### config.mk
export PLATFORM = sky130hd
export DESIGN_NAME = sliding_window_best_match_unit
export DESIGN_NICKNAME = d
export VERILOG_FILES = /design/src/hw/rtl/swbm_pkg.sv /design/src/hw/rtl/swbm_cell.sv /design/src/hw/rtl/sliding_window_best_match_unit.sv
export SDC_FILE = /design/constraint.sdc
export NUM_CORES = 1
export LEC_CHECK = 0
export BUFFER_PORTS_ARGS = -buffer_cell sky130_fd_sc_hd__buf_2
export CORE_MARGIN = 2
export CORE_UTILIZATION = 35
export CTS_BUF_LIST = sky130_fd_sc_hd__clkbuf_4
export DETAILED_ROUTE_END_ITERATION = 16
export PLACE_DENSITY = 0.59
export SLEW_MARGIN = 5
export SYNTH_ARGS = -nofsm -noshare
export SYNTH_HDL_FRONTEND = slang
export SYNTH_SLANG_ARGS = --single-unit
### constraint.sdc
create_clock -name clk -period 9.6 [get_ports clk]
set_clock_uncertainty 0.05 [all_clocks]
set_input_delay 1.44 -clock clk [delete_from_list [all_inputs] [get_ports clk]]
set_output_delay 1.44 -clock clk [all_outputs]
set_load 0.01 [all_outputs]
### src/hw/rtl/swbm_pkg.sv
// Shared constants and types for the sliding window best match unit.
package swbm_pkg;

  localparam int unsigned PATTERN_MAX_DEF = 32;
  localparam longint unsigned TEXT_MAX_DEF = 64'd65536;

  localparam int unsigned SYM_W   = 8;
  localparam int unsigned COUNT_W = 6;
  localparam int unsigned POS_W   = 16;
  localparam int unsigned LEN_W   = 6;

  localparam logic MODE_PATTERN = 1'b0;
  localparam logic MODE_TEXT    = 1'b1;

  // Per-cell controls, driven by the top level every cycle.
  typedef struct packed {
    logic             load;
    logic             shift;
    logic [SYM_W-1:0] symbol;
  } swbm_cell_ctl_t;

endpackage

### src/hw/rtl/swbm_cell.sv
// One cell of the scoring chain: a pattern byte and the running score of one alignment.
module swbm_cell #(
  parameter int unsigned SW = 6
) (
  input  logic                    clk,
  input  swbm_pkg::swbm_cell_ctl_t ctl,
  input  logic [SW-1:0]           score_in,
  output logic [SW-1:0]           score_sum,
  output logic [SW-1:0]           score_out
);
  import swbm_pkg::*;

  logic [SYM_W-1:0] pat;
  logic [SW-1:0]    score;

  assign score_sum = score_in + SW'(pat == ctl.symbol);
  assign score_out = score;

  always_ff @(posedge clk) begin
    if (ctl.load) begin
      pat <= ctl.symbol;
    end
    if (ctl.shift) begin
      score <= score_sum;
    end
  end

endmodule

### src/hw/rtl/sliding_window_best_match_unit.sv
// Top level of the sliding window best match unit: cell chain, best tracking and result register.
// Pattern bytes (mode 0) and text bytes (mode 1) share one input; the unit sustains one byte per
// clock unless the input is stalled. A row of PATTERN_MAX cells holds the pattern; on every text
// byte each cell compares its pattern byte with the incoming byte and passes its running score
// to the next cell, so the alignment that ends at this byte has its finished count at the cell
// indexed by the pattern length minus one. The result of a text byte marked last is registered
// and shown on the next cycle; input is stalled only when a further last text byte arrives while
// that result has not yet been taken. No clearing pass is needed after reset.
module sliding_window_best_match_unit #(
  parameter int unsigned     PATTERN_MAX = swbm_pkg::PATTERN_MAX_DEF,
  parameter longint unsigned TEXT_MAX    = swbm_pkg::TEXT_MAX_DEF
) (
  input  logic                          clk,
  input  logic                          rst,
  input  logic                          in_valid,
  output logic                          in_ready,
  input  logic                          mode,
  input  logic [swbm_pkg::SYM_W-1:0]    symbol,
  input  logic                          first,
  input  logic                          last,
  output logic                          out_valid,
  input  logic                          out_ready,
  output logic                          found,
  output logic [swbm_pkg::COUNT_W-1:0]  matched_count,
  output logic [swbm_pkg::POS_W-1:0]    position,
  output logic [swbm_pkg::LEN_W-1:0]    match_length,
  output logic                          overflow
);
  import swbm_pkg::*;

  localparam int unsigned SW   = $clog2(PATTERN_MAX + 1);
  localparam int unsigned LW   = $clog2(PATTERN_MAX + 1);
  localparam int unsigned IW   = (PATTERN_MAX > 1) ? $clog2(PATTERN_MAX) : 1;
  localparam int unsigned TCW  = $clog2(TEXT_MAX + 1);
  localparam int unsigned CMPW = ((TCW > LW) ? TCW : LW) + 1;
  localparam logic [TCW-1:0] TEXT_LIMIT = TCW'(TEXT_MAX);
  localparam logic [LW-1:0]  LEN_LIMIT  = LW'(PATTERN_MAX);

  logic [LW-1:0]    len;
  logic [TCW-1:0]   text_count;
  logic [SW-1:0]    best;
  logic [POS_W-1:0] best_pos;
  logic             ovf;

  logic [LW-1:0]    len_next;
  logic [TCW-1:0]   text_count_next;
  logic [SW-1:0]    best_next;
  logic [POS_W-1:0] best_pos_next;
  logic             ovf_next;

  logic             accept;
  logic             pat_acc;
  logic             txt_acc;
  logic [LW-1:0]    wr_idx;
  logic             wr_ok;
  logic [TCW-1:0]   t_cur;
  logic [SW-1:0]    best_cur;
  logic [POS_W-1:0] pos_cur;
  logic             ovf_cur;
  logic             in_range;
  logic             done;
  logic [IW-1:0]    tail_idx;
  logic [SW-1:0]    tail_score;
  logic [CMPW-1:0]  start;
  logic             res_found;

  swbm_cell_ctl_t   ctl   [PATTERN_MAX];
  logic [SW-1:0]    sums  [PATTERN_MAX];
  logic [SW-1:0]    chain [PATTERN_MAX];

  // A last text byte may not overwrite a result that is still waiting.
  assign in_ready = !out_valid || out_ready || !(mode == MODE_TEXT && last);
  assign accept   = in_valid && in_ready;
  assign pat_acc  = accept && (mode == MODE_PATTERN);
  assign txt_acc  = accept && (mode == MODE_TEXT);

  assign wr_idx = first ? '0 : len;
  assign wr_ok  = wr_idx < LEN_LIMIT;

  // Text state as seen by this byte: a first byte starts from a clean slate.
  assign t_cur    = first ? '0 : text_count;
  assign best_cur = first ? '0 : best;
  assign pos_cur  = first ? '0 : best_pos;
  assign ovf_cur  = first ? 1'b0 : ovf;
  assign in_range = t_cur != TEXT_LIMIT;

  genvar k;
  generate
    for (k = 0; k < PATTERN_MAX; k++) begin : g_cell
      logic [SW-1:0] score_in;
      if (k == 0) begin : g_head
        assign score_in = '0;
      end else begin : g_link
        assign score_in = chain[k-1];
      end
      assign ctl[k].load   = pat_acc && wr_ok && (wr_idx == LW'(k));
      assign ctl[k].shift  = txt_acc && in_range;
      assign ctl[k].symbol = symbol;
      swbm_cell #(.SW(SW)) u_cell (
        .clk       (clk),
        .ctl       (ctl[k]),
        .score_in  (score_in),
        .score_sum (sums[k]),
        .score_out (chain[k])
      );
    end
  endgenerate

  assign tail_idx   = IW'(len - LW'(1));
  assign tail_score = sums[tail_idx];
  // An alignment completes once the text holds at least as many bytes as the pattern.
  assign done  = (len != '0) && in_range &&
                 (CMPW'(t_cur) + CMPW'(1) >= CMPW'(len));
  assign start = CMPW'(t_cur) + CMPW'(1) - CMPW'(len);

  always_comb begin
    len_next        = len;
    text_count_next = text_count;
    best_next       = best;
    best_pos_next   = best_pos;
    ovf_next        = ovf;
    if (pat_acc) begin
      text_count_next = '0;
      best_next       = '0;
      best_pos_next   = '0;
      ovf_next        = 1'b0;
      if (wr_ok) begin
        len_next = wr_idx + LW'(1);
      end else begin
        len_next = wr_idx;
      end
    end else if (txt_acc) begin
      text_count_next = in_range ? t_cur + TCW'(1) : t_cur;
      ovf_next        = ovf_cur || !in_range;
      best_next       = best_cur;
      best_pos_next   = pos_cur;
      if (done && (tail_score > best_cur)) begin
        best_next     = tail_score;
        best_pos_next = POS_W'(start);
      end
    end
  end

  assign res_found = best_next != '0;

  always_ff @(posedge clk) begin
    if (rst) begin
      len        <= '0;
      text_count <= '0;
      best       <= '0;
      best_pos   <= '0;
      ovf        <= 1'b0;
      out_valid  <= 1'b0;
    end else begin
      len <= len_next;
      if (txt_acc && last) begin
        text_count <= '0;
        best       <= '0;
        best_pos   <= '0;
        ovf        <= 1'b0;
        out_valid  <= 1'b1;
      end else begin
        text_count <= text_count_next;
        best       <= best_next;
        best_pos   <= best_pos_next;
        ovf        <= ovf_next;
        if (out_ready) begin
          out_valid <= 1'b0;
        end
      end
    end
  end

  always_ff @(posedge clk) begin
    if (txt_acc && last) begin
      found         <= res_found;
      matched_count <= res_found ? COUNT_W'(best_next) : '0;
      position      <= res_found ? best_pos_next : '0;
      match_length  <= res_found ? LEN_W'(len) : '0;
      overflow      <= ovf_next;
    end
  end

endmodule

==> metrics.md <==
| Metric | Value |
|---|---|
| H-Tree Depth | 4 |
| PostCTS Resize Cnt | 0 |
| Cells after synthesis | about 1800 |
| Leak | 9.01 nW |
| Slowest CP cell | a211oi_1 |
| TritonRoute pass-1 iters | 5 |
| Slew headroom | 25.2% |
| Overall Power | ~4.7 mW |
| Critical path data required time | approximately 10 ns |
| Worst min path class | reg -> reg |
| Initial antenna violation count | 1 |
| Crit-path max FO | 32 |
| CP delay by family, top | compound AO/OA/AOI/OAI gates |
| EDFF count, synth | approximately 460 |
| Final worst slack | about 2.6 ns |
| DR WL/cell | between 15 and 20 um |
| #FFs+latches synth | 504 |
| Via density | 5.02 |
| Cts hold-fix bufs | 0 |
| Area contributors post-synth | edfxtp_1 57%, xnor2_1 12%, ha_1 4.2% |
| Horiz. Die Dim | between 200 and 300 um |
| CTS tree | done |
| Unrepaired setup endpoints after global routing | no |
| Cell taking the most area after synthesis | edfxtp_1 |
| Drt drc | 0 |
| Ys async rst share | 0% |
| Highest cell delay on the worst timing path | slightly below 0.7 ns |
| Worst setup EP type | register |
| Clk_lat worst skew | roughly 0.95 ns |
| Fin. max-slew vios | 0 |
| Fmax | 144 MHz |
| Critical Path Start Type | input pin |
| CP Class | in -> reg |
| Most frequent cell after synthesis | edfxtp_1 |
| Final Critical Period | around 7 ns |
| Area of the core | roughly 68000 um2 |
| Fill count | ~6400 |
| Syn Area/Cell | approximately 13 um2 |
| Post-synthesis sequential area ratio | around three fifths |
| Pin count of the biggest net entering global routing | approximately 110 |
| Starting Density | about a third |
| Cell area after synthesis | around 24000 um2 |
| # IOs | 47 |
| Chip Height | 266 um |
| Register Area | between 10000 and 15000 um2 |
| Share of the clock period used by the worst path | 72.6% |
| Top-area cell type share of the netlist area | between 50 and 60% |
| Max_cap viols | 0 |
| Hold Fails Final Rpt | 0 |
| P per Cell Area | 174 nW/um2 |
| Post-synth top cells | 457 x edfxtp_1, 336 x xnor2_1, 156 x nor2_1, 108 x nand2_1, 83 x nand3_1 |
| Clock transition at path regs | about 0.07 ns |
| Dpl ws | around 1.7 ns |
| Syn Nets | between 1500 and 2000 |
| Area Overhead vs Synth | 12.6% |
| PortBufs | 46 |
| Detailed-route via count | approximately 15000 |
| Area occupied by multi-input gates | roughly 9000 um2 |
| Gpl congestion | approximately 0.83 |
| Clock Tree Root | clkbuf_4 |
| Buf/Inv on CP | 4 |
| Setup bufs post-CTS | 0 |
| DRT iter0 DRCs | roughly 1200 |
| Vias in the first global route | approximately 15000 |
| Die ar. | 70800 um2 |
| Endpoints failing setup | 0 |
| Status | finished, final reports clean |
| Yosys warning total | 0 |
| Netlist cell types | 71 |
| VDD IR-drop max | around 120 uV |
| Clock buffer depth | 3 |
| Cell row count | between 90 and 100 |
| Overall routing resource usage | around 16% |
| Congestion Overflow GR | 0 |
| Worst path cell trace | buf_2 > buf_4 > xnor2_1 > nand4_1 > nor2_1 > ha_1 > ha_1 > nand3_1 > xnor2_1 > o22ai_1 > nor4_1 > nor3_1 > a211oi_1 > ha_1 > and4_1 > a32oi_1 > nand3_1 > a21oi_1 > o21ai_1 > buf_4 > a2bb2oi_1 > and3_1 > buf_4 > a21oi_1 |
| Post-DP HPWL | 37500 um |
| Worst slew pin tran | ~1.1 ns |
| CTS Buf Count | between 100 and 150 |
| Clock sinks | a little over 500 |
| Antenna-violating nets left | 0 |
| TNS Setup | 0 ns |
| Share of post-route cells with drive strength above 1 | between 10% and 20% |
| Final nets | just over 2000 |
| Final wirelength | approximately 56000 um |
| First-pass GRT wire length | between 80000 and 90000 um |
| Main synth FF type | edfxtp_1 |
| WP data arrival | between 7 and 8 ns |
-- layer usage --
layer	wire length [um]	vias up	track usage, %
met3	2970	79	3.90
met5	0	-	0
met2	25500	421	24.1
li1	-	6975	-
met4	1250	0	6.48
met1	26200	7230	22.3
-- registers in the layout (all words and copies together) (netlist names), 16 cells and up --
signal / count
text_count: 17
g_cell.u_cell.score_out: 171
position: 16
g_cell.u_cell.pat: 256
best_pos: 16
-- path summary, 6_finish.rpt --
path | startpoint | to | slack, ns | depth (start not counted)
setup reg to reg | len[1] | position[15] | 2.94 | 19
hold / removal | out_valid | out_valid | 0.44 | 2
hold reg to reg | out_valid | out_valid | 0.44 | 2
setup / recovery | symbol[7] | position[15] | 2.63 | 24
-- layout make-up --
class / instances / share of cell area [%]
Sequential cell: 504 / 54.2
Multi-Input combinational cell: 1190 / 33.0
Clock buffer: 195 / 5.41
Tap cell: 882 / 4.08
Timing Repair Buffer: 79 / 1.95
Clock inverter: 46 / 0.888
Inverter: 30 / 0.435
Antenna cell: 1 / 0.00925
-- worst register-to-register path, stage by stage, from the launching register on --
cell	delay (ns)
dfxtp_1	0.50
inv_1	0.20
ha_1	0.32
buf_4	0.29
inv_1	0.76
buf_4	0.43
mux4_2	0.56
o311ai_0	0.51
o22ai_1	0.36
ha_1	0.39
a21o_1	0.16
a21o_1	0.17
a221o_1	0.35
nand3_1	0.15
nor2_1	0.08
o21ai_1	0.20
a2bb2oi_1	0.27
and3_1	0.19
buf_4	0.35
a21oi_1	0.14
-- stage by stage --
stage / hold slack [ns] / std cells / util [%] / cell area [um2]
finish: 0.442 / 2927 / 39.6 / 27100
CTS: 0.443 / 2926 / 39.6 / 27100
global route: 0.475 / 2927 / 39.6 / 27100
floorplan: 0.409 / 1802 / - / 24000
global placement: 0.419 / 2685 / 37.1 / 25400
detailed placement: 0.432 / 2685 / 37.1 / 25400
-- cell usage in the layout (no fill, tap or decap), drive strengths merged, types with 3 or more instances in the layout --
| cell | instances |
|---|---|
| nand2b | 8 |
| a21oi | 54 |
| edfxtp | 457 |
| mux4 | 32 |
| or3 | 3 |
| ha | 80 |
| or2 | 5 |
| a2bb2oi | 3 |
| clkbuf | 195 |
| nand4 | 72 |
| mux2 | 3 |
| a211oi | 10 |
| nor3 | 19 |
| o311ai | 3 |
| inv | 35 |
| o41ai | 3 |
| o211ai | 3 |
| xor2 | 55 |
| a31oi | 3 |
| a21o | 5 |
| nor2b | 12 |
| o22ai | 12 |
| nand3 | 83 |
| buf | 79 |
| nor2 | 156 |
| xnor2 | 337 |
| a22o | 5 |
| nor4 | 9 |
| and3 | 18 |
| mux2i | 16 |
| o21ai | 22 |
| clkinvlp | 4 |
| nand2 | 108 |
| clkinv | 36 |
| dfxtp | 47 |
| a221oi | 3 |
| a22oi | 14 |
-- power by group --
group	switching (mW)	total, mW	internal (mW)
clock	0.911	1.88	0.969
sequential	0.0242	2.46	2.43
combinational	0.231	0.366	0.134
-- kinds of logic (layout without fill, tap and decap cells) --
kind of cell,count (synthesis),count (layout),share of synthesized area [%]
adders and majority gates,81,81,4.25
xor gates and xnor gates,393,393,14.4
buffers and inverters,108,350,1.86
DFF,504,504,61.0
other,0,1,0
and+or+nand+nor,506,506,10.0
AOI/OAI and AO/OA,159,159,4.62
muxes,51,51,3.81
Note: power is estimated with default switching activity, not from simulation.
